**src/rtl/f32l_pkg.sv**
```systemverilog
// Shared types and constants for the FAT32 layout and cluster map block.
package f32l_pkg;

   localparam int unsigned DIV_WIDTH    = 32;
   localparam int unsigned SPC_WIDTH    = 8;
   localparam int unsigned FAT_WIDTH    = 26;
   localparam int unsigned NEED_WIDTH   = 27;
   localparam int unsigned CBYTES_WIDTH = 17;

   localparam logic [31:0] RSVD_SECTORS = 32'd32;
   localparam logic [31:0] EOC_MIN      = 32'h0FFF_FFF8;
   localparam logic [31:0] CLUSTER_MIN  = 32'h0000_0002;
   localparam logic [31:0] CLUSTER_MAX  = 32'h0FFF_FFEF;
   localparam logic [32:0] FAT_ROUND    = 33'd127;

   // One slot of the divider chain: remaining dividend bits shift out of the top
   // of word while quotient bits shift in at the bottom.
   typedef struct packed {
      logic                 valid;
      logic [DIV_WIDTH-1:0] word;
      logic [SPC_WIDTH-1:0] rem;
      logic [SPC_WIDTH-1:0] divisor;
   } div_stage_type;

   typedef struct packed {
      logic [FAT_WIDTH-1:0]    fat_sectors;
      logic [31:0]             cluster_count;
      logic [31:0]             data_start;
      logic [CBYTES_WIDTH-1:0] cluster_bytes;
      logic                    layout_error;
   } layout_type;

endpackage

```
**src/rtl/fat32_layout_and_cluster_map.sv**
```systemverilog
// Top level: configuration registers, layout sequencer, divider chain and cluster mapper.
//
// Usage: write the volume size in sectors (address 0) and the cluster size in sectors
// (address 4) over the csr_ port; a cluster size of 0 counts as 1. Each write starts a
// layout pass: three divisions (fat pass one, fat pass two, cluster count) run in turn
// through a 32-cell divider row, so req_tready stays low after reset or after any
// write until the last division is done. Once the layout settles, the req_ channel
// takes one cluster value per cycle and the rsp_ channel returns one transaction per
// input through the product and output registers: the first sector in tdata together
// with fat size, cluster count, data start and cluster bytes, and the end-of-chain,
// valid-cluster and layout-error flags in tuser.
// The sustained rate is one transaction per cycle, set by the two-stage multiply/add
// pipeline. When the receiver stalls, the output register holds its transaction and the
// first stage can still take one more; beyond that req_tready drops.
// Reset clears both registers to their defaults (0 sectors, 1 sector per cluster),
// empties the pipeline and starts a layout pass.
module fat32_layout_and_cluster_map (
   input  logic         clock,
   input  logic         reset,
   input  logic         csr_psel,
   input  logic         csr_penable,
   input  logic         csr_pwrite,
   input  logic [2:0]   csr_paddr,
   input  logic [31:0]  csr_pwdata,
   output logic [31:0]  csr_prdata,
   output logic         csr_pready,
   input  logic         req_tvalid,
   output logic         req_tready,
   input  logic [31:0]  req_tdata,   // [31:0] cluster
   output logic         rsp_tvalid,
   input  logic         rsp_tready,
   // [31:0] first_sector, [57:32] fat_sectors, [89:58] cluster_count,
   // [121:90] data_start, [138:122] cluster_bytes, [143:139] zero
   output logic [143:0] rsp_tdata,
   // [0] end_of_chain, [1] valid_cluster, [2] layout_error
   output logic [2:0]   rsp_tuser
);
   import f32l_pkg::*;

   localparam logic REG_TOTAL = 1'b0;
   localparam logic REG_SPC   = 1'b1;

   typedef enum logic [3:0] {
      ST_DIV1  = 4'b0001,
      ST_DIV2  = 4'b0010,
      ST_DIV3  = 4'b0100,
      ST_READY = 4'b1000
   } seq_state_type;

   seq_state_type            state_ff, state_in;
   logic                     issued_ff, issued_in;
   logic [31:0]              tot_ff;
   logic [7:0]               spc_ff;
   logic [NEED_WIDTH-1:0]    need_ff, need_in;
   logic                     err_ff, err_in;
   logic [FAT_WIDTH-1:0]     fat_ff, fat_in;
   logic [31:0]              count_ff, count_in;
   logic                     cfg_write;
   logic [7:0]               eff_spc;
   logic [NEED_WIDTH-1:0]    dstart_w;
   logic [31:0]              sub_b;
   logic [31:0]              dividend;
   logic                     start;
   logic                     div_done;
   logic [31:0]              quotient;
   logic [32:0]              rounded;
   logic [FAT_WIDTH-1:0]     fat_q;
   layout_type               layout;

   assign csr_pready = 1'b1;
   assign cfg_write  = csr_psel && csr_penable && csr_pwrite && csr_pready;

   always_comb begin
      case (csr_paddr[2])
         REG_TOTAL: csr_prdata = tot_ff;
         REG_SPC:   csr_prdata = {24'd0, spc_ff};
         default:   csr_prdata = '0;
      endcase
   end

   always_ff @(posedge clock) begin
      if (reset) begin
         tot_ff <= '0;
         spc_ff <= 8'd1;
      end else if (cfg_write) begin
         case (csr_paddr[2])
            REG_TOTAL: tot_ff <= csr_pwdata;
            REG_SPC:   spc_ff <= csr_pwdata[7:0];
            default:   tot_ff <= tot_ff;
         endcase
      end
   end

   assign eff_spc  = (spc_ff == 8'd0) ? 8'd1 : spc_ff;
   assign dstart_w = RSVD_SECTORS[NEED_WIDTH-1:0] + {fat_ff, 1'b0};

   // Subtrahend of the saturating dividend for the current division.
   always_comb begin
      case (state_ff)
         ST_DIV1: sub_b = RSVD_SECTORS;
         ST_DIV2: sub_b = {5'd0, need_ff};
         ST_DIV3: sub_b = {5'd0, dstart_w};
         default: sub_b = RSVD_SECTORS;
      endcase
      dividend = (tot_ff > sub_b) ? (tot_ff - sub_b) : 32'd0;
   end

   assign start   = (state_ff != ST_READY) && !issued_ff;
   assign rounded = {1'b0, quotient} + FAT_ROUND;
   assign fat_q   = rounded[32:7];

   always_comb begin
      state_in  = state_ff;
      issued_in = issued_ff;
      need_in   = need_ff;
      err_in    = err_ff;
      fat_in    = fat_ff;
      count_in  = count_ff;
      if (start) begin
         issued_in = 1'b1;
         if (state_ff == ST_DIV2) begin
            err_in = tot_ff < {5'd0, need_ff};
         end
      end
      if (div_done && issued_ff) begin
         issued_in = 1'b0;
         case (state_ff)
            ST_DIV1: begin
               need_in  = RSVD_SECTORS[NEED_WIDTH-1:0] + {fat_q, 1'b0};
               state_in = ST_DIV2;
            end
            ST_DIV2: begin
               fat_in   = fat_q;
               state_in = ST_DIV3;
            end
            ST_DIV3: begin
               count_in = quotient;
               state_in = ST_READY;
            end
            default: state_in = ST_READY;
         endcase
      end
      if (cfg_write) begin
         state_in  = ST_DIV1;
         issued_in = 1'b0;
      end
   end

   always_ff @(posedge clock) begin
      if (reset) begin
         state_ff  <= ST_DIV1;
         issued_ff <= 1'b0;
      end else begin
         state_ff  <= state_in;
         issued_ff <= issued_in;
      end
   end

   always_ff @(posedge clock) begin
      need_ff  <= need_in;
      err_ff   <= err_in;
      fat_ff   <= fat_in;
      count_ff <= count_in;
   end

   f32l_div_chain u_div (
      .clock    (clock),
      .clear    (reset || cfg_write),
      .start    (start),
      .dividend (dividend),
      .divisor  (eff_spc),
      .done     (div_done),
      .quotient (quotient)
   );

   assign layout = '{
      fat_sectors:   fat_ff,
      cluster_count: count_ff,
      data_start:    {5'd0, dstart_w},
      cluster_bytes: {eff_spc, 9'd0},
      layout_error:  err_ff
   };

   f32l_mapper u_mapper (
      .clock      (clock),
      .reset      (reset),
      .layout_ok  (state_ff == ST_READY),
      .layout     (layout),
      .spc        (eff_spc),
      .req_tvalid (req_tvalid),
      .req_tready (req_tready),
      .req_tdata  (req_tdata),
      .rsp_tvalid (rsp_tvalid),
      .rsp_tready (rsp_tready),
      .rsp_tdata  (rsp_tdata),
      .rsp_tuser  (rsp_tuser)
   );

endmodule

```
**src/rtl/f32l_div_cell.sv**
```systemverilog
// One restoring-division cell: resolves one quotient bit and hands off to the next cell.
module f32l_div_cell (
   input  logic                    clock,
   input  logic                    clear,
   input  f32l_pkg::div_stage_type stage_in,
   output f32l_pkg::div_stage_type stage_out
);
   import f32l_pkg::*;

   logic [SPC_WIDTH:0]   trial;
   logic [SPC_WIDTH:0]   diff;
   logic                 fits;
   div_stage_type        stage_in_w;
   logic                 valid_ff;
   logic [DIV_WIDTH-1:0] word_ff;
   logic [SPC_WIDTH-1:0] rem_ff;
   logic [SPC_WIDTH-1:0] divisor_ff;

   always_comb begin
      trial = {stage_in.rem, stage_in.word[DIV_WIDTH-1]};
      diff  = trial - {1'b0, stage_in.divisor};
      fits  = trial >= {1'b0, stage_in.divisor};
      stage_in_w.valid   = stage_in.valid;
      stage_in_w.word    = {stage_in.word[DIV_WIDTH-2:0], fits};
      stage_in_w.rem     = fits ? diff[SPC_WIDTH-1:0] : trial[SPC_WIDTH-1:0];
      stage_in_w.divisor = stage_in.divisor;
   end

   always_ff @(posedge clock) begin
      if (clear) begin
         valid_ff <= 1'b0;
      end else begin
         valid_ff <= stage_in_w.valid;
      end
   end

   always_ff @(posedge clock) begin
      word_ff    <= stage_in_w.word;
      rem_ff     <= stage_in_w.rem;
      divisor_ff <= stage_in_w.divisor;
   end

   assign stage_out = '{valid: valid_ff, word: word_ff, rem: rem_ff, divisor: divisor_ff};

endmodule

```
**src/rtl/f32l_div_chain.sv**
```systemverilog
// Row of division cells: a 32-bit dividend by an 8-bit divisor, one bit per cell.
module f32l_div_chain (
   input  logic                    clock,
   input  logic                    clear,
   input  logic                    start,
   input  logic [31:0]             dividend,
   input  logic [7:0]              divisor,
   output logic                    done,
   output logic [31:0]             quotient
);
   import f32l_pkg::*;

   div_stage_type link [DIV_WIDTH+1];

   assign link[0] = '{valid: start, word: dividend, rem: '0, divisor: divisor};

   for (genvar i = 0; i < DIV_WIDTH; i++) begin : g_cell
      f32l_div_cell u_cell (
         .clock     (clock),
         .clear     (clear),
         .stage_in  (link[i]),
         .stage_out (link[i+1])
      );
   end

   assign done     = link[DIV_WIDTH].valid;
   assign quotient = link[DIV_WIDTH].word;

endmodule

```
**src/rtl/f32l_mapper.sv**
```systemverilog
// Two-stage cluster-to-sector pipeline with per-stage flow control.
module f32l_mapper (
   input  logic                 clock,
   input  logic                 reset,
   input  logic                 layout_ok,
   input  f32l_pkg::layout_type layout,
   input  logic [7:0]           spc,
   input  logic                 req_tvalid,
   output logic                 req_tready,
   input  logic [31:0]          req_tdata,
   output logic                 rsp_tvalid,
   input  logic                 rsp_tready,
   output logic [143:0]         rsp_tdata,
   output logic [2:0]           rsp_tuser
);
   import f32l_pkg::*;

   logic        out_en;
   logic        s1_en;
   logic [31:0] product;
   logic        s1_valid_ff;
   logic [31:0] s1_prod_ff;
   logic        s1_eoc_ff;
   logic        s1_vc_ff;
   logic        rsp_valid_ff;
   logic [31:0] first_ff;
   logic [31:0] first_in;
   logic        eoc_ff;
   logic        vc_ff;

   assign out_en     = !rsp_valid_ff || rsp_tready;
   assign s1_en      = !s1_valid_ff || out_en;
   assign req_tready = layout_ok && s1_en;
   assign product    = (req_tdata - CLUSTER_MIN) * {24'd0, spc};
   assign first_in   = layout.data_start + s1_prod_ff;

   always_ff @(posedge clock) begin
      if (reset) begin
         s1_valid_ff  <= 1'b0;
         rsp_valid_ff <= 1'b0;
      end else begin
         if (s1_en) begin
            s1_valid_ff <= req_tvalid && req_tready;
         end
         if (out_en) begin
            rsp_valid_ff <= s1_valid_ff;
         end
      end
   end

   always_ff @(posedge clock) begin
      if (s1_en) begin
         s1_prod_ff <= product;
         s1_eoc_ff  <= req_tdata >= EOC_MIN;
         s1_vc_ff   <= (req_tdata >= CLUSTER_MIN) && (req_tdata <= CLUSTER_MAX);
      end
      if (out_en) begin
         first_ff <= first_in;
         eoc_ff   <= s1_eoc_ff;
         vc_ff    <= s1_vc_ff;
      end
   end

   assign rsp_tvalid = rsp_valid_ff;
   assign rsp_tdata  = {5'd0, layout.cluster_bytes, layout.data_start, layout.cluster_count,
                        layout.fat_sectors, first_ff};
   assign rsp_tuser  = {layout.layout_error, vc_ff, eoc_ff};

endmodule
```
**config.mk**
```make
export PLATFORM = sky130hd
export DESIGN_NAME = fat32_layout_and_cluster_map
export DESIGN_NICKNAME = d
export VERILOG_FILES = /design/src/rtl/f32l_pkg.sv /design/src/rtl/fat32_layout_and_cluster_map.sv /design/src/rtl/f32l_div_cell.sv /design/src/rtl/f32l_div_chain.sv /design/src/rtl/f32l_mapper.sv
export SDC_FILE = /design/constraint.sdc
export NUM_CORES = 2
export LEC_CHECK = 0
export ABC_AREA = 1
export BUFFER_PORTS_ARGS = -buffer_cell sky130_fd_sc_hd__buf_2
export CAP_MARGIN = 40
export CORE_ASPECT_RATIO = 1.5
export CORE_MARGIN = 2
export CORE_UTILIZATION = 55
export DETAILED_ROUTE_END_ITERATION = 10
export PLACE_DENSITY = 0.73
export SETUP_SLACK_MARGIN = 0.1
export SKIP_CTS_REPAIR_TIMING = 1
export SLEW_MARGIN = 5
export SYNTH_ARGS = -nofsm -noshare
export SYNTH_HDL_FRONTEND = slang
export SYNTH_HIERARCHICAL = 1
export SYNTH_SLANG_ARGS = --single-unit
```
**constraint.sdc**
```tcl
create_clock -name clock -period 7.38 [get_ports clock]
set_input_delay 1.107 -clock clock [delete_from_list [all_inputs] [get_ports clock]]
set_output_delay 1.107 -clock clock [all_outputs]
set_load 0.05 [all_outputs]
```
==> run metrics <==
slowest stage delay, CP around 0.56 ns; reg2reg start spc_ff[3]; syn avg cell area 9.26 sq um; Worst Clk Skew 0.0287 ns; minimum clock period ~6 ns; first-pass GRT wire length between 200000 and 300000 um; Final nets ~9000; DR vias/cell approximately 5; wirelength, routed 160000 um; Comb power frac 38.6%; crit path max-delay cell type fa_1; Reg2Reg Depth 22; worst-skew pair later-pin latency around 0.8 ns; num ports roughly 260; FMAX approximately 160 MHz; post-route ant nets 0; chip width between 300 and 400 um; Worst Hold End u_div/g_cell[12].u_cell/word_ff[13]; Routed wire per std cell 15.9 um; WL met1 approximately 63000 um; clock buffer depth 3; Synth Warn # 6; initial antenna violation count 1; Clock Sink Count roughly 1800; Initial DRT Pass Iterations 6; final max-slew violation count 0; Max Used Layer met4; Hold Path Class register to register; Worst EP arrival 6.65 ns; Setup crit start req_tdata[1]; pwr/cell area approximately 440 mW/mm^2; most common cell after layout, fill and taps aside dfxtp_1; n_diodes 0; clock transition at the registers of the reported paths ~0.060 ns; Die Ht 451 um; Hold WS between 0.3 and 0.4 ns; crit-path most repeated cell fa_1; DR vias between 40000 and 50000; vias in the first global route between 50000 and 60000; Hold Crit Start u_div/g_cell[11].u_cell/word_ff[12]; switching pwr ~0.014 W; Pleak ~38 nW; cell area after synthesis about 0.073 sq mm; Residual DRC 0; number of max-cap violations 0; fin util between 60 and 70%; RSZ-0062 raised after global routing false; Layout area overhead 10.9%; CTS tree built; Port Buf Inserts between 200 and 250; reg-to-reg setup timing slack 1.60 ns; Slew headroom around two fifths; Post-DP HPWL ~130000 um; layout cell share with drive strength beyond 1 ~17%; Die ar. roughly 0.14 sq mm; P_int between 0.02 and 0.025 W; # rows between 150 and 200; status finished, final reports clean; Critical Path Fanout Max 6; required time worst endpoint around 7.9 ns; initial DRC count 2762; Setup CP Type input pin to register; Clock Tree Root clkbuf_16; worst slew pin tran 0.872 ns; worst vdd ir around 0.33 mV; Met3 Wirelength between 8000 and 9000 um; gpl congestion around 0.96; clock power share between 20 and 25%; Flop pwr share about two fifths; GRT Residual Overflow 0; Net Sw Frac about 38%; Tcrit/Tclk final between 80% and 90%; Fin. Hold Viols 0; Syn Inst Count a little under 8000; Worst Hold Depth 0; most frequent cells in the layout 1599 x dfxtp_1, 1379 x nand2_1, 1147 x inv_1; Core Area approximately 0.13 sq mm; metal2 WL 79500 um; Initial Util a little under three fifths; setup TNS 0 ns; R2R Path End u_mapper/s1_prod_ff[30]; CP startpoint kind input pin; Num CTS Buffers 155; Global Route Usage Sum between 20% and 30%; Design Area, Final around 0.081 sq mm; largest net degree at the start of global routing 53; area post-placement between 0.07 and 0.08 sq mm; Crit. End Element register; final setup fails 0; H-Tree Depth 4
routing by layer:
layer / vias to the layer above / global-route usage, %
met3: 410 / 4.18
li1: 24933 / -
met5: - / 0
met2: 1274 / 42.0
met1: 23110 / 26.6
met4: 0 / 13.4
power groups by stage:
| stage | sequential (W) | clock, W | combinational [W] |
|---|---|---|---|
| after global routing | 0.0141 | 0.00892 | 0.0156 |
| after detailed placement | 0.0140 | 0 | 0.0138 |
| after floorplan | 0.0138 | 0 | 0.0110 |
| after global placement | 0.0140 | 0 | 0.0136 |
| after CTS | 0.0139 | 0.00854 | 0.0140 |
| final | 0.0138 | 0.00832 | 0.0139 |
critical path, delay by kind of cell:
family | cells | cell delay, ns
adder cells (fa/ha/maj) | 6 | 2.69
AND/OR/NAND/NOR | 8 | 1.18
buffers and inverters | 6 | 0.67
XOR/XNOR | 2 | 0.54
AO/OA/AOI/OAI | 3 | 0.45
worst max-delay path by stage:
stage / slack, ns / end
after detailed placement: 0.44 / u_mapper/s1_prod_ff[30]
after global routing: 0.82 / u_mapper/s1_prod_ff[30]
after global placement: 0.49 / u_mapper/s1_prod_ff[30]
after CTS: 1.27 / u_mapper/s1_prod_ff[30]
final: 1.24 / u_mapper/s1_prod_ff[30]
after floorplan: 1.17 / u_mapper/s1_prod_ff[30]
per-stage QoR:
stage,worst slack [ns],cells,total power [W]
global route,0.820,10068,0.0386
floorplan,1.17,7955,0.0247
CTS,1.27,10068,0.0364
global placement,0.486,9777,0.0276
finish,1.24,10068,0.0360
detailed placement,0.435,9781,0.0279
cell type report:
type | count | area [sq um]
fillers | 11155 | 51500
clock buffers | 207 | 4460
clock inverters | 80 | 928
flip-flops and latches | 1752 | 36600
repair buffers | 279 | 1560
multi-input cells | 4731 | 30800
inverters | 1276 | 4790
well taps | 1743 | 2180
state kept, by name, summed over array words and instances, names as in the netlist:
signal                          cells
u_div/g_cell.u_cell/word_ff      1024
u_mapper/eoc_ff                     1
u_mapper/s1_valid_ff                1
fat_ff                             26
count_ff                           32
state_ff                            4
u_mapper/s1_eoc_ff                  1
u_mapper/first_ff                  32
need_ff                            26
err_ff                              1
issued_ff                           1
u_div/g_cell.u_cell/rem_ff        248
u_div/g_cell.u_cell/valid_ff       32
u_mapper/s1_prod_ff                32
u_div/g_cell.u_cell/divisor_ff    248
tot_ff                             32
u_mapper/rsp_tvalid                 1
u_mapper/vc_ff                      1
spc_ff                              8
u_mapper/s1_vc_ff                   1
Note: power is estimated with default switching activity, not from simulation.
